File: config.mk
export PLATFORM = sky130hd
export DESIGN_NAME = slt_queue
export DESIGN_NICKNAME = d
export VERILOG_FILES = /design/src/design/slt_pkg.sv /design/src/design/slt_queue.sv
export SDC_FILE = /design/constraint.sdc
export NUM_CORES = 1
export LEC_CHECK = 0
export BUFFER_PORTS_ARGS = -buffer_cell sky130_fd_sc_hd__buf_2
export CAP_MARGIN = 20
export CORE_ASPECT_RATIO = 0.9
export CORE_MARGIN = 3
export CORE_UTILIZATION = 40
export DETAILED_ROUTE_END_ITERATION = 10
export GPL_ROUTABILITY_DRIVEN = 0
export PLACE_DENSITY = 0.73
export SYNTH_ARGS = -nofsm -noshare
export SYNTH_HDL_FRONTEND = slang
export SYNTH_SLANG_ARGS = --single-unit
File: constraint.sdc
create_clock -name clk -period 7.4 [get_ports clk]
set_clock_uncertainty 0.15 [all_clocks]
set_input_delay 1.48 -clock clk [delete_from_list [all_inputs] [get_ports clk]]
set_output_delay 1.48 -clock clk [all_outputs]
set_load 0.01 [all_outputs]
File: src/design/slt_pkg.sv
// shared types and constants for the segment lookaside table
// no dependencies
`default_nettype none

package slt_pkg;

    localparam int SEG_W       = 36;
    localparam int VSID_W      = 52;
    localparam int SLOT_W      = 6;
    localparam int CMD_SLOT_W  = 8;
    localparam int CFG_DATA_W  = 6;
    localparam int ENTRIES_DEF = 64;

    typedef enum logic
    {
        OP_TRANSLATE = 1'b0,
        OP_ALLOCATE  = 1'b1
    } slt_op_t;

    typedef enum logic
    {
        CFG_KERNEL_MODE   = 1'b0,
        CFG_RESERVED_SLOT = 1'b1
    } slt_cfg_idx_t;

    typedef enum logic [1:0]
    {
        CMD_HIT    = 2'd0,
        CMD_INSERT = 2'd1,
        CMD_FULL   = 2'd2
    } slt_cmd_kind_t;

    typedef struct packed
    {
        slt_op_t             opcode;
        logic [SEG_W-1:0]    segment_id;
        logic [VSID_W-1:0]   new_vsid;
        logic                large_page;
        logic [SLOT_W-1:0]   start_slot;
    } slt_item_t;

    typedef struct packed
    {
        logic [VSID_W-1:0]   vsid;
        logic                hit;
        logic [SLOT_W-1:0]   slot;
        logic                large_flag;
        logic                table_full;
    } slt_result_t;

    typedef struct packed
    {
        slt_cfg_idx_t          index;
        logic [CFG_DATA_W-1:0] data;
    } slt_cfg_wr_t;

    // classified work handed from front to back
    typedef struct packed
    {
        slt_cmd_kind_t         kind;
        logic [CMD_SLOT_W-1:0] slot;
        logic [VSID_W-1:0]     vsid;
        logic                  large_page;
    } slt_cmd_t;

    typedef struct packed
    {
        logic full;
        logic empty;
    } slt_q_status_t;

endpackage

`default_nettype wire

File: src/design/slt_queue.sv
// two-entry queue of classified commands between front and back
// depends on slt_pkg
`default_nettype none

module slt_queue (
    input  wire                    clk,
    input  wire                    rst_n,
    input  wire                    push,
    input  slt_pkg::slt_cmd_t      push_cmd,
    input  wire                    pop,
    output slt_pkg::slt_cmd_t      pop_cmd,
    output slt_pkg::slt_q_status_t status
);

    slt_pkg::slt_cmd_t store_reg [2];
    logic              wr_ptr_reg;
    logic              rd_ptr_reg;
    logic [1:0]        count_reg;
    logic [1:0]        count_next;

    assign pop_cmd      = store_reg[rd_ptr_reg];
    assign status.full  = (count_reg == 2'd2);
    assign status.empty = (count_reg == 2'd0);

    always_comb
    begin
        unique case ({push, pop})
            2'b10:   count_next = count_reg + 2'd1;
            2'b01:   count_next = count_reg - 2'd1;
            default: count_next = count_reg;
        endcase
    end

    always_ff @(posedge clk or negedge rst_n)
    begin
        if (!rst_n)
        begin
            wr_ptr_reg <= 1'b0;
            rd_ptr_reg <= 1'b0;
            count_reg  <= '0;
        end
        else
        begin
            count_reg <= count_next;
            if (push)
            begin
                wr_ptr_reg <= !wr_ptr_reg;
            end
            if (pop)
            begin
                rd_ptr_reg <= !rd_ptr_reg;
            end
        end
    end

    always_ff @(posedge clk)
    begin
        if (push)
        begin
            store_reg[wr_ptr_reg] <= push_cmd;
        end
    end

endmodule

`default_nettype wire

**Word level (Yosys, flattened, before mapping)**

Memories as Yosys holds them, arrays and structs flattened.
Cells that the tools add are included.

- Register bits: 4
- Bits in latches: 0
- Bits in writable memories: 126
- Bits in read-only memories: 0
- Output and inout bits: 65
- Memories kept: 1

Memory list:

| memory | depth | bits a word | read ports | clocked after memory_dff | write ports | RTL line | source |
|---|---|---|---|---|---|---|---|
| store_reg | 2 | 63 | 1 | 0 | 1 | slt_queue.sv:15 | `slt_pkg::slt_cmd_t store_reg [2];` |

- Add/subtract/negate cells: 2
- Multipliers: 0
- Div/mod/pow operators: 0
- $lt $le $gt $ge: 0
- Equal/unequal tests: 3
- Shift-type cells: 0
- Mux-type cells: 3
- Bitwise operators: 0
- Reduce and logical (&&, ||, !) cells: 4

Operators by type and width:

| kind | number |
|---|---|
| $eq A2 B2 Y1 const B | 2 |
| $pmux W2 S2 | 1 |
| $add A2 B1 Y2 const B | 1 |
| $eq A2 B1 Y1 const B | 1 |
| $logic_not A1 Y1 | 2 |
| $logic_not A2 Y1 | 1 |
| $mux W1 | 2 |
| $reduce_bool A2 Y1 | 1 |
| $sub A2 B1 Y2 const B | 1 |

**Logic depth before layout (Yosys ltp)**

- Depth after elaboration: 2
- Depth in mapped cells: 5
- Depth with buffers taken out: 5

**Least setup slack after synthesis**

Ideal clock, no wire load.

- Path kind: input-to-reg
- Start point: input port push
- End point: memory store_reg[0][0] (netlist name), enable pin
- Library setup time: 0.486 ns
- Data arrival time: 4.181 ns
- Slack: 2.583 ns
- Stages on the path: 2
- Cells stage by stage: inv_1 nor2_1

- Cells in the longest elaborated chain, start to end: 2

RTL lines:

| what | RTL line | source |
|---|---|---|
| start, declared | slt_queue.sv:8 | `input wire push,` |
| $mux W1 | slt_queue.sv:58 | `if (push)` |
| $mux W1 (not written as such) | slt_queue.sv:60 | `store_reg[wr_ptr_reg] <= push_cmd;` |
| end, declared | slt_queue.sv:15 |  |

No other way between the ends.

==> flow_metrics.py <==
metrics = {
    "finish": {
        "postLayoutCoreUtil_pct": 52.5,
        "drive_gt1_share_pct": 62.4,
        "largest_reg_flops": 126,
        "nets": 425,
        "num_antenna_cells": 0,
        "areaGrowthSynthToFinish_pct": 27.2,
        "layout.cells.non_filler": 530,
    },
    "synthesis": {
        "syn_area_sq_um": 5030,
        "yosysTopAreaCell": "edfxtp_1",
        "ys_top_cells_by_count": "edfxtp_1, mux2_4, buf_12, dfrtp_1, mux2_2",
        "syn_inst": 212,
        "synth-seq-cells": 130,
        "synthTopCellsByArea": "edfxtp_1, mux2_4, buf_12",
        "synth_cell_type_count": 13,
        "synth_enable_flop_cells": 126,
        "synth.top_cell.area_share_pct": 75.2,
        "synth_ff_type": "edfxtp_1",
        "async_flop_share_pct": 3.08,
        "syn_nets": 280,
        "yosysMostFrequentCell": "edfxtp_1",
        "syn_avg_cell_area_sq_um": 23.7,
        "synth.yosys.warnings": 0,
        "yosysSeqAreaShare_pct": 77.2,
    },
    "clock_tree": {
        "root_buffer": "clkbuf_16",
        "insertion_delay_ps": 410,
        "cts.sinks": 130,
        "cts_buffers": 17,
        "postCtsSetupRepairBufs": 0,
        "cts-resized-gates": 0,
        "clock_path_buffers": 2,
        "hold_buffers": 0,
        "htreeDepth": 4,
        "clk_pin_slew_ps": 60,
        "cts_tree": "yes",
    },
    "status": {
        "status": "completed",
    },
    "pwr": {
        "p_switching_mw": 0.696,
        "p_int_mw": 1.90,
        "power_leakage_nw": 2.59,
        "pwr-share-comb_pct": 26.3,
        "power_density_nw_per_um2": 405,
        "peakVddDrop_uv": 201,
        "clkPwrFrac_pct": 32.5,
        "seqPwrFrac_pct": 41.2,
        "swShare_pct": 26.9,
        "totalPowerFinal_mw": 2.59,
    },
    "place": {
        "place_inst": 498,
        "portBuffers": 131,
        "dp_hpwl_mm": 5.48,
    },
    "floorplanning": {
        "dieArea_sq_um": 14000,
        "fp.dieW_um": 124,
        "initial_core_util_pct": 41.3,
        "core_area_sq_um": 12200,
        "ios": 132,
        "rows": 38,
        "die_h_um": 112,
    },
    "routing": {
        "dr_total_vias": 2396,
        "drt_iter0_markers": 173,
        "drc": 0,
        "vias_per_cell": 4.52,
        "wl_mm": 8.35,
        "postRouteAntennaNets": 0,
        "detailedRoute.firstPassIterationCount": 5,
        "wire_per_inst_um": 15.8,
    },
    "worst_setup_path": {
        "arrival_ps": 2380,
        "worst_setup_path_end_kind": "primary output",
        "cpPeakStageDelay_ps": 810,
        "crit_end": "pop_cmd[59]",
        "worstReg2RegStart": "wr_ptr_reg",
        "critPathSlowestCell": "dfrtp_4",
        "r2r_cells": 2,
        "critPathLaunch": "rd_ptr_reg",
        "crit_path_start_kind": "flop",
        "cp_top_family": "flip-flops",
        "crit_chain": "buf_4 -> mux2_2 -> buf_2",
        "critPathKind": "reg2out",
        "cp_num_cells": 3,
        "worst-endpoint-required_ps": 5770,
        "cp_max_fo": 33,
        "cp_num_buf_inv": 2,
        "r2r_setup_slack_ps": 5150,
        "worstReg2RegEnd": "store_reg[0][30]",
    },
    "timing": {
        "fmax_mhz": 249,
        "setup_viol_count_final": 0,
        "rsz0062_at_grt": "false",
        "slew_headroom_pct": 37.0,
        "finalHoldViolCount": 0,
        "final_max_slew_viol_count": 0,
        "setup_tns_ps": 0,
        "min_period_ps": 4010,
        "tightestPinTransition_ps": 942,
        "fin_crit_sh_pct": 54.2,
    },
    "global_routing": {
        "grt_pass1_vias": 2661,
        "globalRouteTotalUtil_pct": 12.6,
        "antenna_found_initial": 0,
        "grt_max_degree": 64,
        "grt_pass1_wl_mm": 13.3,
        "globalRoute.totalOverflow": 0,
    },
    "job": {
        "maxCapViolCount": 0,
    },
    "hold_path": {
        "hp-start": "count_reg[1]",
        "hold_class": "reg2reg",
    },
}
-- layer usage --
layer,vias to the layer above,track usage (%),wire [um]
li1,1128,-,-
met1,1172,14.0,3360
met3,14,5.14,527
met5,-,0,0
met4,0,5.92,128
met2,82,21.3,4340
-- through the flow --
| stage | setup slack, ps | hold WS [ps] | cell area (sq um) |
|---|---|---|---|
| 2_1_floorplan | 2580 | 306 | 5030 |
| 3_3_place_gp | 3770 | 320 | 5780 |
| 3_5_place_dp | 3760 | 367 | 5780 |
| 4_1_cts | 3300 | 377 | 6400 |
| 5_1_grt | 3240 | 395 | 6400 |
| 6_report | 3390 | 367 | 6400 |
-- area by class of cell --
class / instances / area [sq um]
Multi-Input combinational cell: 74 / 1020
Sequential cell: 130 / 3890
Fill cell: 1021 / 5780
Tap cell: 160 / 200
Inverter: 1 / 3.75
Clock buffer: 19 / 453
Clock inverter: 13 / 160
Timing Repair Buffer: 133 / 671
-- cells by family after synthesis --
kind of cell,Yosys count,synth area share (%)
xor+xnor,5,0.871
fa+ha+maj,1,0.249
buf+inv,8,2.69
flops,130,77.2
mux,63,18.5
simple gates,5,0.473
-- worst min-delay path by stage --
stage	to	slack, ps	cells past startpoint
3_5_place_dp	count_reg[1]	370	1
3_3_place_gp	count_reg[1]	320	1
5_1_grt	count_reg[1]	400	1
4_1_cts	count_reg[1]	380	1
2_1_floorplan	wr_ptr_reg	310	1
6_report	count_reg[1]	370	1
-- cells in the final DEF (no fill, tap or decap), types with 2 or more instances in the layout --
master,instances
edfxtp_1,126
clkinv_4,2
buf_2,131
nor2_1,2
mux2_4,59
dfrtp_1,3
clkbuf_16,17
xnor2_1,2
buf_4,2
clkinvlp_4,5
clkbuf_8,2
bufinv_16,3
xor2_1,3
mux2_2,4
clkinv_2,3
-- power by group through the flow --
| stage | sequential (mW) | clock, mW | combinational [mW] |
|---|---|---|---|
| final | 1.07 | 0.843 | 0.681 |
| after global placement | 1.08 | 0 | 0.691 |
| after CTS | 1.07 | 0.863 | 0.699 |
| after floorplan | 1.03 | 0 | 0.578 |
| after global routing | 1.09 | 0.907 | 0.734 |
| after detailed placement | 1.09 | 0 | 0.696 |
No activity file was read; power rests on OpenSTA's default activity.
