$ cat src/design/slt_pkg.sv
// shared types and constants for the segment lookaside table
// no dependencies
`default_nettype none

package slt_pkg;

    localparam int SEG_W       = 36;
    localparam int VSID_W      = 52;
    localparam int SLOT_W      = 6;
    localparam int CMD_SLOT_W  = 8;
    localparam int CFG_DATA_W  = 6;
    localparam int ENTRIES_DEF = 64;

    typedef enum logic
    {
        OP_TRANSLATE = 1'b0,
        OP_ALLOCATE  = 1'b1
    } slt_op_t;

    typedef enum logic
    {
        CFG_KERNEL_MODE   = 1'b0,
        CFG_RESERVED_SLOT = 1'b1
    } slt_cfg_idx_t;

    typedef enum logic [1:0]
    {
        CMD_HIT    = 2'd0,
        CMD_INSERT = 2'd1,
        CMD_FULL   = 2'd2
    } slt_cmd_kind_t;

    typedef struct packed
    {
        slt_op_t             opcode;
        logic [SEG_W-1:0]    segment_id;
        logic [VSID_W-1:0]   new_vsid;
        logic                large_page;
        logic [SLOT_W-1:0]   start_slot;
    } slt_item_t;

    typedef struct packed
    {
        logic [VSID_W-1:0]   vsid;
        logic                hit;
        logic [SLOT_W-1:0]   slot;
        logic                large_flag;
        logic                table_full;
    } slt_result_t;

    typedef struct packed
    {
        slt_cfg_idx_t          index;
        logic [CFG_DATA_W-1:0] data;
    } slt_cfg_wr_t;

    // classified work handed from front to back
    typedef struct packed
    {
        slt_cmd_kind_t         kind;
        logic [CMD_SLOT_W-1:0] slot;
        logic [VSID_W-1:0]     vsid;
        logic                  large_page;
    } slt_cmd_t;

    typedef struct packed
    {
        logic full;
        logic empty;
    } slt_q_status_t;

endpackage

`default_nettype wire

$ cat src/design/slt_back.sv
// back end: vsid and large-page memory, result register
// depends on slt_pkg
`default_nettype none

module slt_back #(
    parameter int ENTRIES = slt_pkg::ENTRIES_DEF
) (
    input  wire                    clk,
    input  wire                    rst_n,
    input  slt_pkg::slt_q_status_t q_status,
    input  slt_pkg::slt_cmd_t      cmd,
    output logic                   pop,
    output logic                   result_valid,
    input  wire                    result_stall,
    output slt_pkg::slt_result_t   result
);

    localparam int IDX_W = $clog2(ENTRIES);
    localparam int VW    = slt_pkg::VSID_W;
    localparam int SW    = slt_pkg::SLOT_W;

    logic [VW:0]        mem [ENTRIES];
    logic [VW:0]        rd_reg;
    slt_pkg::slt_cmd_t  meta_reg;
    logic               out_valid_reg;
    logic               out_valid_next;
    logic [IDX_W-1:0]   addr;

    assign addr         = IDX_W'(cmd.slot);
    assign pop          = !q_status.empty && (!out_valid_reg || !result_stall);
    assign result_valid = out_valid_reg;

    always_comb
    begin
        if (pop)
        begin
            out_valid_next = 1'b1;
        end
        else if (result_stall)
        begin
            out_valid_next = out_valid_reg;
        end
        else
        begin
            out_valid_next = 1'b0;
        end

        result.slot = SW'(meta_reg.slot);
        unique case (meta_reg.kind)
            slt_pkg::CMD_HIT:
            begin
                result.vsid       = rd_reg[VW-1:0];
                result.hit        = 1'b1;
                result.large_flag = rd_reg[VW];
                result.table_full = 1'b0;
            end
            slt_pkg::CMD_INSERT:
            begin
                result.vsid       = meta_reg.vsid;
                result.hit        = 1'b0;
                result.large_flag = meta_reg.large_page;
                result.table_full = 1'b0;
            end
            slt_pkg::CMD_FULL:
            begin
                result.vsid       = '0;
                result.hit        = 1'b0;
                result.slot       = '0;
                result.large_flag = 1'b0;
                result.table_full = 1'b1;
            end
            default:
            begin
                result.vsid       = '0;
                result.hit        = 1'b0;
                result.slot       = '0;
                result.large_flag = 1'b0;
                result.table_full = 1'b0;
            end
        endcase
    end

    always_ff @(posedge clk or negedge rst_n)
    begin
        if (!rst_n)
        begin
            out_valid_reg <= 1'b0;
        end
        else
        begin
            out_valid_reg <= out_valid_next;
        end
    end

    // commands leave the queue in order, so a write always lands before a later read
    always_ff @(posedge clk)
    begin
        if (pop)
        begin
            meta_reg <= cmd;
            if (cmd.kind == slt_pkg::CMD_INSERT)
            begin
                mem[addr] <= {cmd.large_page, cmd.vsid};
            end
            if (cmd.kind == slt_pkg::CMD_HIT)
            begin
                rd_reg <= mem[addr];
            end
        end
    end

endmodule

`default_nettype wire

$ cat config.mk
export PLATFORM = sky130hd
export DESIGN_NAME = slt_back
export DESIGN_NICKNAME = d
export VERILOG_FILES = /design/src/design/slt_pkg.sv /design/src/design/slt_back.sv
export SDC_FILE = /design/constraint.sdc
export NUM_CORES = 2
export LEC_CHECK = 0
export ABC_AREA = 1
export BUFFER_PORTS_ARGS = -buffer_cell sky130_fd_sc_hd__buf_2
export CORE_MARGIN = 3
export CORE_UTILIZATION = 50
export CTS_BUF_LIST = sky130_fd_sc_hd__clkbuf_2 sky130_fd_sc_hd__clkbuf_4 sky130_fd_sc_hd__clkbuf_8
export CTS_CLUSTER_SIZE = 40
export DETAILED_ROUTE_END_ITERATION = 10
export GPL_ROUTABILITY_DRIVEN = 0
export PLACE_DENSITY = 0.67
export RECOVER_POWER = 50
export SETUP_SLACK_MARGIN = 0.5
export SLEW_MARGIN = 20
export SYNTH_ARGS = -nofsm -noshare
export SYNTH_HDL_FRONTEND = slang
export SYNTH_SLANG_ARGS = --single-unit
$ cat constraint.sdc
create_clock -name clk -period 20.2 [get_ports clk]
set_input_delay 2.02 -clock clk [delete_from_list [all_inputs] [get_ports clk]]
set_output_delay 2.02 -clock clk [all_outputs]
set_load 0.005 [all_outputs]
Yosys cells after proc, flatten, opt, wreduce, memory -nomap -nowiden:

Memory sizes are Yosys's and may differ from the RTL's. A register that Yosys moved wholly into a read port is not among the register bits.
Index checks and enable logic that the tools add are counted.

* register bits after elaboration: 62
* output and inout port bits: 63
* word-level logic and storage cells: 27
* memory bits (writable): 3392
* memories kept: 1
* bits of input ports: 68

* multiplexer cells: 8
* eq/ne operators: 4
* reduce and logical (&&, ||, !) cells: 9

Memory list
* mem: words 64, width 53, rd ports 1, clocked after Yosys merged registers in 1, write ports 1, line slt_back.sv:22 `logic [VW:0] mem [ENTRIES];`

Operator list (count)
* one-hot mux 53 bit (2 select lines): 1
* 2-to-1 mux 6 bit: 1
* one-hot mux 2 bit (3 select lines): 1
* 2-to-1 mux 1 bit: 5
* equality test 2 x 1 -> 1 bit (second input constant): 2
* logical NOT 2 bit: 2
* logical NOT 1 bit: 3
* equality test 2 bit (second input constant): 1
* != test 2 bit (second input constant): 1
* AND reduction 2 bit: 1
* OR reduction 2 bit: 1
* logical AND 1 bit: 1
* logical OR 1 bit: 1

Longest topological paths before layout:

* word-level depth: 5
* gate-level depth with buffers: 12
* gate-level depth less buffers: 8

Least setup slack after synthesis:

OpenSTA, ideal clock, no wires.

* kind: input to register
* from: input port result_stall
* to: register rd_reg[0] (read register of mem) (enable)
* library setup time: 541 ps
* buffers on the path: 0
* arrival: 9025 ps
* path slack: 10634 ps
* stages: 2
* cells stage by stage: a21oi_1 -> nor3b_1

* word-level cells in the longest chain between the ends: 4

RTL lines
* from (decl): line slt_back.sv:14 `input wire result_stall,`
* logical NOT 1 bit: line slt_back.sv:30 `assign pop = !q_status.empty && (!out_valid_reg || !result_stall);`
* logical OR 1 bit: line slt_back.sv:30
* logical AND 1 bit: line slt_back.sv:30
* AND reduction 2 bit (no line)
* to (decl): line slt_back.sv:23 `logic [VW:0] rd_reg;`

No other way between the ends.
A chain may end at the register's enable or synchronous reset.

==> flow_summary.ini <==
[timing]
fin_ws_ns = 11.72
fmax_mhz = 118
worst_pin_slew_ns = 4.06
drv_slew = 3646
skew_ns = 0.0873
setup_viol = 0
rsz0062_at_grt = no
fin_crit_sh_pct = 42.0
max_slew_margin_pct = -171
fin_setup_tns_ns = 0
fin_crit_ns = 8.48
finalHoldViolations = 0

[routing]
drc = 0
vias_per_cell = 5.23
via_count = 98800
drt-initial-drc-count = 12100
totalWireLength_um = 422000
wl_per_cell_um = 22.3
drtAntennaViolNets = 0
drt-pass1-iter-count = 6

[placed_design]
port_buffers = 127
dpl.hpwl_um = 224000
dp_slack_ns = 12.46
dpl_cell_area_mm2 = 0.154
dp.cells = 17900

[floorplanning]
core_area_mm2 = 0.297
row_count = 200
start_util_pct = 50.3
num_io_pins = 131
dieHeight_um = 553
dieArea_mm2 = 0.305
fp.dieW_um = 553

[synthesis]
synth_fp_nets = 14300
ys_top_cells_by_count = nand2_1 (4356), edfxtp_1 (3506), inv_1 (3085)
synthTopCellsByArea = edfxtp_1 (70%), nand2_1 (11%), inv_1 (7.7%)
ys.flop_type = edfxtp_1
syn-cell-area_mm2 = 0.149
synthArstFlopShare_pct = 0.0285
synth-warning-count = 0
seq_area_frac_synth_pct = 70.5
syn-mean-instance-area_um2 = 10.5
yosysUniqueCellTypes = 21
yosysTopAreaCell = edfxtp_1
syn_inst = 14200
yosys_register_bits = 3507
synth_top_cell_area_share_pct = 70.4
synth_edf_count = 3506
synth.most_common_cell = nand2_1

[worst_setup_path]
cp_slowest_cell = clkbuf_1
arrival_ns = 9.38
criticalPathCategory = in -> reg
max_stage_delay_ns = 2.04
reg2reg_slack_ns = 13.62
crit_chain = clkbuf_1 -> buf_4 -> buf_4 -> buf_12 -> buf_4 -> buf_4 -> nand2_1 -> nand3_1 -> nand2_1 -> o21ai_0 -> nand2_1 -> nor2_1 -> nand2_1
cp_max_fo = 183
cp.required_ns = 21.10
crit_path_start_kind = input pin
crit_path_end_kind = flip-flop

[global_routing]
grt_pass1_vias = 92100
antenna_found_initial = 46
track_usage_pct = 27.1
grt_start_max_net_pins = 199
grt_pass1_wl_um = 609000
overflow = 0

[clock_tree]
insertion_delay_ns = 1.20
cts_buffers = 574
postCtsSetupRepairBufs = 0
cts.htree.levels = 6
cts_resized = 0
clock_tree.buffer_depth = 4
path_clk_slew_ns = 0.06
clockRootBuffer = clkbuf_8
ctsHoldBuffers = 0
cts_tree = built
clkSinkCount = 3507

[power]
power_w = 0.0148
p_leak_nw = 72.2
peakVddDrop_uv = 73.1
pwr_density_cell_mw_per_mm2 = 89.4

[layout]
largest_reg_flops = 3392
stdcell_count = 18900
design_area_mm2 = 0.165
area_growth_pct = 10.7
post_route_cells_drive_above_1_share_pct = 9.63
layout.nets = 14600

[outcome]
status = finished with violations
violations = max-capacitance violations, max-slew violations

[hold_path]
hold_path.class = reg -> reg

[flow_run]
maxCapViolCount = 58
[cell usage in the layout (no fill, tap or decap), types with 13 or more instances in the layout]
master,synthesis,routed
edfxtp_1,3506,3506
clkbuf_1,155,69
nor2_4,0,68
buf_4,4,179
clkbuf_4,0,207
inv_1,3085,3085
diode_2,0,23
clkbuf_8,0,577
o21ai_1,64,64
inv_8,0,14
o211ai_1,53,53
nand3_1,1645,1645
nand2_1,4356,4355
clkinv_2,0,39
o21ai_0,360,360
clkinv_1,0,125
buf_12,0,13
or2_2,206,206
nor2_1,300,232
inv_12,0,14
buf_2,434,66
[per-stage QoR]
step           utilization [%]  hold slack [ns]
5_1_grt                   55.6            0.554
2_1_floorplan                -            0.479
3_3_place_gp              51.9            0.530
6_report                  55.7            0.499
4_1_cts                   55.7            0.520
3_5_place_dp              51.9            0.532
[area by class of cell]
class	instances	area [um^2]
inverters	3096	11600
clock inverters	224	1580
repair buffers	330	2280
clock buffers	784	9500
diodes	23	57.6
well taps	3939	4930
fillers	24500	132000
flip-flops and latches	3507	105000
multi-input cells	6994	30200
[kinds of logic (layout without fill, tap and decap cells)]
logic type / count (synthesis) / count (layout) / synth area share [%]
buffers and inverters: 3718 / 4434 / 9.71
other: 0 / 23 / 0
AOI/OAI and AO/OA: 478 / 478 / 1.69
and+or+nand+nor: 6516 / 6516 / 18.1
DFF: 3507 / 3507 / 70.5
[per-layer routing]
layer	up-vias	track usage, %	share of wire [%]
li1	45800	-	-
met1	47100	36.3	39
met2	4971	43.4	46
met3	981	5.28	11
met4	8	11.6	4.5
met5	-	0	0.011
[worst max-delay path, delay by kind of cell]
kind	cells	cell delay [ns]
buffers and inverters	6	5.87
and+or+nand+nor	6	0.75
AOI/OAI and AO/OA	1	0.36
[where the power goes]
group / switching, W / total [W] / internal, W
Sequential: 0.00000570 / 0.00805 / 0.00805
Clock: 0.00289 / 0.00605 / 0.00316
Combinational: 0.000548 / 0.000696 / 0.000148
Total: 0.00344 / 0.0148 / 0.0114
[worst paths after layout]
| check | from | to | depth (start not counted) |
|---|---|---|---|
| worst max-delay path | cmd[53] | rd_reg[5]$_DFFE_PP_ | 13 |
| worst min-delay path | result_valid$_DFFE_PN0P_ | result_valid$_DFFE_PN0P_ | 2 |
| worst max register to register | result_valid$_DFFE_PN0P_ | meta_reg[53]$_DFFE_PP_ | 3 |
| worst min register to register | result_valid$_DFFE_PN0P_ | result_valid$_DFFE_PN0P_ | 2 |
| max in group asynchronous | rst_n | result_valid$_DFFE_PN0P_ | 1 |
| min in group asynchronous | rst_n | result_valid$_DFFE_PN0P_ | 1 |
Note: power is estimated with default switching activity, not from simulation.
