$ cat config.mk
export PLATFORM = sky130hd
export DESIGN_NAME = slt_front
export DESIGN_NICKNAME = d
export VERILOG_FILES = /design/src/design/slt_pkg.sv /design/src/design/slt_front.sv
export SDC_FILE = /design/constraint.sdc
export NUM_CORES = 2
export LEC_CHECK = 0
export BUFFER_PORTS_ARGS = -buffer_cell sky130_fd_sc_hd__buf_2
export CAP_MARGIN = 20
export CELL_PAD_IN_SITES_DETAIL_PLACEMENT = 1
export CELL_PAD_IN_SITES_GLOBAL_PLACEMENT = 1
export CORE_MARGIN = 1
export CORE_UTILIZATION = 32
export CTS_CLUSTER_SIZE = 8
export DETAILED_ROUTE_END_ITERATION = 12
export GPL_ROUTABILITY_DRIVEN = 0
export HOLD_SLACK_MARGIN = 0.08
export PLACE_DENSITY = 0.52
export SYNTH_ARGS = -nofsm -noshare
export SYNTH_HDL_FRONTEND = slang
export SYNTH_SLANG_ARGS = --single-unit
$ cat constraint.sdc
create_clock -name clk -period 14 [get_ports clk]
set_clock_uncertainty 0.1 [all_clocks]
set_input_delay 2.1 -clock clk [delete_from_list [all_inputs] [get_ports clk]]
set_output_delay 2.1 -clock clk [all_outputs]
set_load 0.1 [all_outputs]
$ cat src/design/slt_pkg.sv
// shared types and constants for the segment lookaside table
// no dependencies
`default_nettype none

package slt_pkg;

    localparam int SEG_W       = 36;
    localparam int VSID_W      = 52;
    localparam int SLOT_W      = 6;
    localparam int CMD_SLOT_W  = 8;
    localparam int CFG_DATA_W  = 6;
    localparam int ENTRIES_DEF = 64;

    typedef enum logic
    {
        OP_TRANSLATE = 1'b0,
        OP_ALLOCATE  = 1'b1
    } slt_op_t;

    typedef enum logic
    {
        CFG_KERNEL_MODE   = 1'b0,
        CFG_RESERVED_SLOT = 1'b1
    } slt_cfg_idx_t;

    typedef enum logic [1:0]
    {
        CMD_HIT    = 2'd0,
        CMD_INSERT = 2'd1,
        CMD_FULL   = 2'd2
    } slt_cmd_kind_t;

    typedef struct packed
    {
        slt_op_t             opcode;
        logic [SEG_W-1:0]    segment_id;
        logic [VSID_W-1:0]   new_vsid;
        logic                large_page;
        logic [SLOT_W-1:0]   start_slot;
    } slt_item_t;

    typedef struct packed
    {
        logic [VSID_W-1:0]   vsid;
        logic                hit;
        logic [SLOT_W-1:0]   slot;
        logic                large_flag;
        logic                table_full;
    } slt_result_t;

    typedef struct packed
    {
        slt_cfg_idx_t          index;
        logic [CFG_DATA_W-1:0] data;
    } slt_cfg_wr_t;

    // classified work handed from front to back
    typedef struct packed
    {
        slt_cmd_kind_t         kind;
        logic [CMD_SLOT_W-1:0] slot;
        logic [VSID_W-1:0]     vsid;
        logic                  large_page;
    } slt_cmd_t;

    typedef struct packed
    {
        logic full;
        logic empty;
    } slt_q_status_t;

endpackage

`default_nettype wire

$ cat src/design/slt_front.sv
// front end: takes items, holds the tag array and valid bits, classifies each item
// depends on slt_pkg
`default_nettype none

module slt_front #(
    parameter int ENTRIES = slt_pkg::ENTRIES_DEF
) (
    input  wire                   clk,
    input  wire                   rst_n,
    input  wire                   cfg_en,
    input  slt_pkg::slt_cfg_wr_t  cfg,
    input  wire                   item_valid,
    output logic                  item_stall,
    input  slt_pkg::slt_item_t    item,
    input  slt_pkg::slt_q_status_t q_status,
    output logic                  push,
    output slt_pkg::slt_cmd_t     cmd
);

    localparam int IDX_W = $clog2(ENTRIES);
    localparam int CSW   = slt_pkg::CMD_SLOT_W;
    localparam int SW    = slt_pkg::SLOT_W;

    logic                       busy_reg;
    logic                       busy_next;
    slt_pkg::slt_item_t         in_reg;
    logic                       kernel_reg;
    logic [SW-1:0]              reserved_reg;
    logic [ENTRIES-1:0]         valid_reg;
    logic [slt_pkg::SEG_W-1:0]  tag_reg [ENTRIES];

    logic [ENTRIES-1:0]         match;
    logic [ENTRIES-1:0]         free;
    logic [ENTRIES-1:0]         upper;
    logic [IDX_W-1:0]           start_idx;
    logic [IDX_W-1:0]           pick;
    logic [IDX_W-1:0]           match_idx;
    logic                       accept;
    logic                       do_write;
    logic [IDX_W-1:0]           write_idx;

    function automatic logic [IDX_W-1:0] lowest_set(input logic [ENTRIES-1:0] v);
        logic [ENTRIES-1:0] onehot;
        logic [IDX_W-1:0]   idx;
        onehot = v & (~v + ENTRIES'(1));
        idx    = '0;
        for (int i = 0; i < ENTRIES; i++)
        begin
            for (int b = 0; b < IDX_W; b++)
            begin
                if (i[b])
                begin
                    idx[b] = idx[b] | onehot[i];
                end
            end
        end
        return idx;
    endfunction

    assign item_stall = busy_reg && q_status.full;
    assign accept     = item_valid && !item_stall;
    assign push       = busy_reg && !q_status.full;

    always_comb
    begin
        start_idx = IDX_W'(32'(in_reg.start_slot) % ENTRIES);
        for (int i = 0; i < ENTRIES; i++)
        begin
            match[i] = valid_reg[i] && (tag_reg[i] == in_reg.segment_id);
            free[i]  = !valid_reg[i] && !(kernel_reg && (int'(reserved_reg) == i));
            upper[i] = (i >= int'(start_idx));
        end
        match_idx = lowest_set(match);
        // wrapped scan: slots at or above the start first, then from zero
        if (|(free & upper))
        begin
            pick = lowest_set(free & upper);
        end
        else
        begin
            pick = lowest_set(free);
        end

        cmd.vsid       = in_reg.new_vsid;
        cmd.large_page = in_reg.large_page;
        priority if (in_reg.opcode == slt_pkg::OP_TRANSLATE && |match)
        begin
            cmd.kind = slt_pkg::CMD_HIT;
            cmd.slot = CSW'(match_idx);
        end
        else if (|free)
        begin
            cmd.kind = slt_pkg::CMD_INSERT;
            cmd.slot = CSW'(pick);
        end
        else if (!kernel_reg)
        begin
            // every slot is valid, so the first one scanned is the victim
            cmd.kind = slt_pkg::CMD_INSERT;
            cmd.slot = CSW'(start_idx);
        end
        else
        begin
            cmd.kind = slt_pkg::CMD_FULL;
            cmd.slot = '0;
        end

        do_write  = push && (cmd.kind == slt_pkg::CMD_INSERT);
        write_idx = IDX_W'(cmd.slot);

        if (accept)
        begin
            busy_next = 1'b1;
        end
        else if (push)
        begin
            busy_next = 1'b0;
        end
        else
        begin
            busy_next = busy_reg;
        end
    end

    always_ff @(posedge clk or negedge rst_n)
    begin
        if (!rst_n)
        begin
            busy_reg     <= 1'b0;
            kernel_reg   <= 1'b0;
            reserved_reg <= '0;
            valid_reg    <= '0;
        end
        else
        begin
            busy_reg <= busy_next;
            if (cfg_en)
            begin
                unique case (cfg.index)
                    slt_pkg::CFG_KERNEL_MODE:   kernel_reg   <= cfg.data[0];
                    slt_pkg::CFG_RESERVED_SLOT: reserved_reg <= cfg.data[SW-1:0];
                endcase
            end
            if (do_write)
            begin
                valid_reg[write_idx] <= 1'b1;
            end
        end
    end

    always_ff @(posedge clk)
    begin
        if (accept)
        begin
            in_reg <= item;
        end
        if (do_write)
        begin
            tag_reg[write_idx] <= in_reg.segment_id;
        end
    end

endmodule

`default_nettype wire

* Word level (Yosys, flattened, before mapping) *
Memory sizes are Yosys's and may differ from the RTL's.
Cells that the tools add are included.

cells by class
  $add $sub $neg = 3
  mux-type cells = 382
  bitwise operators = 568
  equal/unequal tests = 128
  magnitude comparators = 65
  reductions and logical operators = 335

operators with widths
  kind                     number
  $eq A36 B36 Y1           64
  $or A1 B1 Y1             558
  $mux W1                  377
  $and A64 B64 Y64         4
  $logic_and A1 B1 Y1      198
  $add A64 B1 Y64 const B  3
  $eq A6 B6 Y1 const B     32
  $not A64 Y64             3
  $reduce_or A64 Y1        3
  $ge A6 B6 Y1 const A     31
  $logic_not A1 Y1         130
  $eq A6 B5 Y1 const B     16
  $ge A5 B6 Y1 const A     16
  $or A64 B64 Y64          1
  $eq A6 B4 Y1 const B     8
  $ge A4 B6 Y1 const A     8
  $mux W10                 3
  $eq A6 B3 Y1 const B     4
  $ge A3 B6 Y1 const A     4
  $eq A6 B2 Y1 const B     2
  $ge A1 B6 Y1 const A     2
  $ge A2 B6 Y1 const A     2
  $lt A6 B7 Y1 const B     1
  $demux W1 S6             1
  8 further kinds          10

storage, ports and cells
  memories = 1
  RAM bits = 2304
  input port bits = 109
  output and inout bits = 65
  flip-flop bits (word level) = 168
  logic and storage cells = 1491

memory list
  name     depth  width  read ports  clocked after Yosys merged registers in  wr ports  line             source
  tag_reg  64     36     64          0                                        1         slt_front.sv:30  logic [slt_pkg::SEG_W-1:0] tag_reg [ENTRIES];

* Depth between registers and ports, before layout *
  depth after elaboration = 78
  mapped depth = 21
  mapped depth without buffers = 14

* Worst setup path before layout *
OpenSTA, ideal clock, no wires.

  path type = reg2reg
  from = reg in_reg[82] (netlist bit)
  to = mem tag_reg[35][0] (netlist bit) (enable)
  clock period less this slack = 8.383 ns
  cell stages (with the launch flop) = 20
  setup time = 0.429 ns
  setup slack = 5.617 ns
  buffers on the path = 6
  arrival time = 7.854 ns
  required time = 13.471 ns
  path through = edfxtp_1 > buf_2 > buf_4 > buf_4 > buf_4 > buf_2 > xor2_1 > nor4_1 > nand4_1 > nor3_1 > nand2_1 > o21a_1 > o31a_1 > a22oi_1 > nor4_1 > a2bb2oi_1 > and2_1 > buf_2 > o2111ai_2 > nor2_1

RTL lines
  element                 line              source
  start, declared         slt_front.sv:26   slt_pkg::slt_item_t in_reg;
  start signal, assigned  slt_front.sv:155  in_reg <= item;
  end, declared           slt_front.sv:30

==> reports/summary.md <==
The flow ran to the end, but the final reports show violations. The final reports fail on design-rule violations. Count of buffers from port buffering: 170. TritonCTS built the clock tree. The logs give 67,400 for the via count of the first global-routing pass and 6 for the detailed-route DRC error count.

Sorting the synthesized cells by area gives the leading types as sky130_fd_sc_hd__edfxtp_1 (66%), sky130_fd_sc_hd__xnor2_1 (12%), sky130_fd_sc_hd__xor2_1 (6.1%), sky130_fd_sc_hd__nand4_1 (2.3%), sky130_fd_sc_hd__nor4_1 (1.9%). The run gives 64 as the pin count of the biggest net entering global routing. The tools report the total I/O pin count as 174.

By count the netlist is led by sky130_fd_sc_hd__edfxtp_1 (2,400), sky130_fd_sc_hd__xnor2_1 (1,477), sky130_fd_sc_hd__xor2_1 (768). In the synthesized netlist, mux cells make up 0.0721% of the area. Data on the critical path arrives at its endpoint at 7560 ps.

Detailed-routing iteration count for the pre-antenna-repair pass: 11. The area of the die was 344,000 µm². Among the stages of the critical path, the cell type that occurs most often is sky130_fd_sc_hd__buf_4. The floorplan has 214 rows. The floorplan die width came out at 587 µm. The post-route netlist has 12.4% of its cells at a drive strength greater than 1.

The compound-gate portion of the synthesized area came out at 3.51%. The worst setup path is captured at a primary output. Power spread over the standard cell area amounts to 145 nW/µm². In this run the worst hold path is classified as flop to flop. Fill cells in the final layout number 34,400. Hold buffer count at CTS: 0. Setup repair after global routing left no endpoint under its margin. Using the TritonRoute via totals, the vias-per-cell ratio works out to 5.21. Compared with the post-synthesis result, the final layout area differs by 15.7%.

The critical path in this run is classified as flop to primary output. The synthesized design contains 2,400 enable-type register cells. Yosys printed 0 warnings.

Gates resized during post-CTS repair numbered 0. Summed over all cells, the static leakage comes to 39.5 nW. At the pin with the least slew margin, the transition time is 1150 ps.

The flip-flop and latch count after synthesis was 2,472; the number of distinct library cells after synthesis was 103. From bottom edge to top edge, the die measures 587 µm. The starting density of the core is 32.2%. The clock tree root driver cell is sky130_fd_sc_hd__clkbuf_16. The kind of launch point of the worst setup path was a flop. Of the total synthesized cell area, the portion taken by XOR and XNOR cells is 18.0%. The logs give 507 mm for the wire length of the first global-routing pass and 7,776 for the number of nets at the end of the flow. For this block, the routed nets add up to 354 mm of wire. After synthesis, the largest family of logic cells by area is XOR/XNOR gates. The total grt overflow came out at 0. The initial detailed-routing violation count was 5,139; the clock latency at the later pin of the worst-skew pair was 940 ps. Of the available clock period, the critical path in the final layout requires 69.7%. The H-tree was split into 5 levels.

The count of placed standard cells in the final layout, fillers left out was 12,300. For the max capacitance violation total, the log shows 0. Synthesis produced a netlist whose cell count is 7,259. The number of setup buffers added after CTS is 0. Once layout is done, the placed cells without fillers occupy 127,000 µm². Clock input transition at the sequential cells of the worst setup and hold paths: 50 ps. After detailed placement, the design holds a cell count of 11,800. The mapped netlist covers 109,000 µm². For the final routed database, the setup TNS stands at 0 ps.

IR analysis of the VDD net gives a maximum drop of 93.9 µV. The number of antenna violations at the first check in global routing is 27. Traced cell by cell, the critical path runs through buf_4 > buf_4 > xor2_1 > nor4_1 > and3_1 > nand3_1 > nand4_1 > a311oi_2 > nand2_1 > or4b_1 > nor4bb_1 > and4b_1 > nor2_4 > buf_2. At the worst endpoint, the required time is 11,800 ps. After Yosys synthesis, full adders, half adders and majority gates account for 0% of the synthesized area.

The clock period minus worst slack is 9760 ps. The post-synthesis share of cell area spent on and, or, nand and nor gates was 8.33%. The clock drives 2,472 sinks. The async set-reset flop share out of synthesis is 2.91%, and the timing-limited maximum frequency is 0.102 GHz. In the final routed layout, each cell accounts on average for 28.7 µm. The placed instances occupy a cell area of 116,000 µm². The largest single stage delay on the critical path is 1040 ps. The CTS buffer count was 350; the maximum buffer depth of the clock tree was 4. The register with the most flip-flops in the layout has 2,304 of them.

Global routing used 20.3% of the available tracks across all layers. The leading register cell type out of synthesis was sky130_fd_sc_hd__edfxtp_1. Dividing the synthesized area by the synthesized cell count gives 15.1 µm².

Share of the synthesized area in the top cell type: 65.9%. Library cell with the highest instance count after synthesis: sky130_fd_sc_hd__edfxtp_1. Of all nets on the critical path, the largest fanout is 25. Cell with the biggest individual delay on the critical path: sky130_fd_sc_hd__edfxtp_1. The post-DP HPWL came out at 219 mm.

Number of slew-limit violations in the final report: 0. The worst pin sits at a relative slew slack of 22.7%. Setup violations remaining at the end of the flow were counted as 0. The count of final hold-check violations came out at 0. The tools report the portion of the post-synthesis area used by sequential elements as 67.5%. The area of the core region is 340,000 µm², and the remaining antenna violation count after routing is 0. sky130_fd_sc_hd__edfxtp_1 takes more of the synthesized area than any other cell. The routed layout has 64,200 vias.
-- cells by family after synthesis --
group | count (synthesis)
buffers and inverters | 438
AO/OA/AOI/OAI | 538
other | 1
flip-flops | 2472
XOR/XNOR | 2245
AND/OR/NAND/NOR | 1558
multiplexers | 7
-- power breakdown --
group / switching, mW / internal (mW)
logic: 1.42 / 0.540
clock network: 3.14 / 4.61
registers: 0.208 / 8.38
total: 4.77 / 13.5
-- cell type report --
type	instances	area [µm²]	share of cell area, %
Inverter	59	223	0.176
Clock inverter	26	419	0.331
Tap cell	4536	5680	4.48
Sequential cell	2472	73900	58.4
Clock buffer	453	9270	7.33
Multi-Input combinational cell	4350	33200	26.3
Timing Repair Buffer	434	3890	3.07
Antenna cell	4	10.0	0.00791
-- worst paths after layout --
kind,cells past startpoint,start,slack (ps),endpoint
min in group asynchronous,1,rst_n,1070,reserved_reg[4]$_DFFE_PN0P_
hold reg to reg,1,valid_reg[61]$_DFFE_PN0P_,440,valid_reg[61]$_DFFE_PN0P_
setup reg to reg,15,in_reg[82]$_DFFE_PP_,4870,tag_reg[0][31]$_DFFE_PP_
hold / removal,1,valid_reg[61]$_DFFE_PN0P_,440,valid_reg[61]$_DFFE_PN0P_
setup / recovery,14,in_reg[82]$_DFFE_PP_,4240,cmd[57]
max in group asynchronous,2,rst_n,11390,valid_reg[57]$_DFFE_PN0P_
-- layout by cell type, fill, tap and decap left out, types with 13 or more instances in the layout --
master and instances:
sky130_fd_sc_hd__xor2_1 768, sky130_fd_sc_hd__nor4_1 325, sky130_fd_sc_hd__nand2b_1 30, sky130_fd_sc_hd__buf_2 174, sky130_fd_sc_hd__a21oi_1 124, sky130_fd_sc_hd__a221oi_1 15, sky130_fd_sc_hd__a21o_1 19, sky130_fd_sc_hd__nand4_1 403
sky130_fd_sc_hd__nand4b_1 14, sky130_fd_sc_hd__nand2_1 151, sky130_fd_sc_hd__nor3_1 70, sky130_fd_sc_hd__nor2_1 86, sky130_fd_sc_hd__a31oi_1 23, sky130_fd_sc_hd__and2_1 13, sky130_fd_sc_hd__xnor2_1 1477, sky130_fd_sc_hd__buf_12 83
sky130_fd_sc_hd__or4_1 14, sky130_fd_sc_hd__a211o_1 13, sky130_fd_sc_hd__o21bai_1 65, sky130_fd_sc_hd__o21ai_0 72, sky130_fd_sc_hd__edfxtp_1 2400, sky130_fd_sc_hd__buf_4 175, sky130_fd_sc_hd__o221ai_1 14, sky130_fd_sc_hd__and3_1 47
sky130_fd_sc_hd__nor4_2 13, sky130_fd_sc_hd__a2111oi_0 18, sky130_fd_sc_hd__nand3_1 189, sky130_fd_sc_hd__nor2_4 64, sky130_fd_sc_hd__a211oi_1 16, sky130_fd_sc_hd__nor2b_1 20, sky130_fd_sc_hd__inv_1 54, sky130_fd_sc_hd__clkbuf_1 97
sky130_fd_sc_hd__nand3_2 14, sky130_fd_sc_hd__or3_1 22, sky130_fd_sc_hd__clkbuf_16 356, sky130_fd_sc_hd__o211ai_1 18, sky130_fd_sc_hd__dfrtp_1 72
-- routing by layer --
| metal | part of all wire [%] | track usage (%) | up-vias |
|---|---|---|---|
| met5 | 0.024 | 0 | - |
| met4 | 2.7 | 5.60 | 12 |
| met3 | 4.4 | 2.40 | 508 |
| met2 | 47 | 33.3 | 1664 |
| met1 | 46 | 28.2 | 34200 |
| li1 | - | - | 27800 |
-- through the flow --
step / hold WS (ps) / setup slack [ps] / utilization, % / total power [mW]
after floorplan: 358 / 5620 / - / 9.80
after global placement: 408 / 4980 / 34.2 / 10.6
after detailed placement: 426 / 4790 / 34.2 / 10.7
after CTS: 442 / 4140 / 37.0 / 18.5
after global routing: 473 / 3960 / 37.2 / 18.9
final: 444 / 4240 / 37.2 / 18.3
-- critical path: cells and delay by family (launching register included) --
kind | cells | cell delay [ps]
compound gates | 1 | 600
simple gates | 9 | 3130
buf+inv | 3 | 1570
xor+xnor | 1 | 180
flops | 1 | 1040
(Power assumes the default switching activity.)
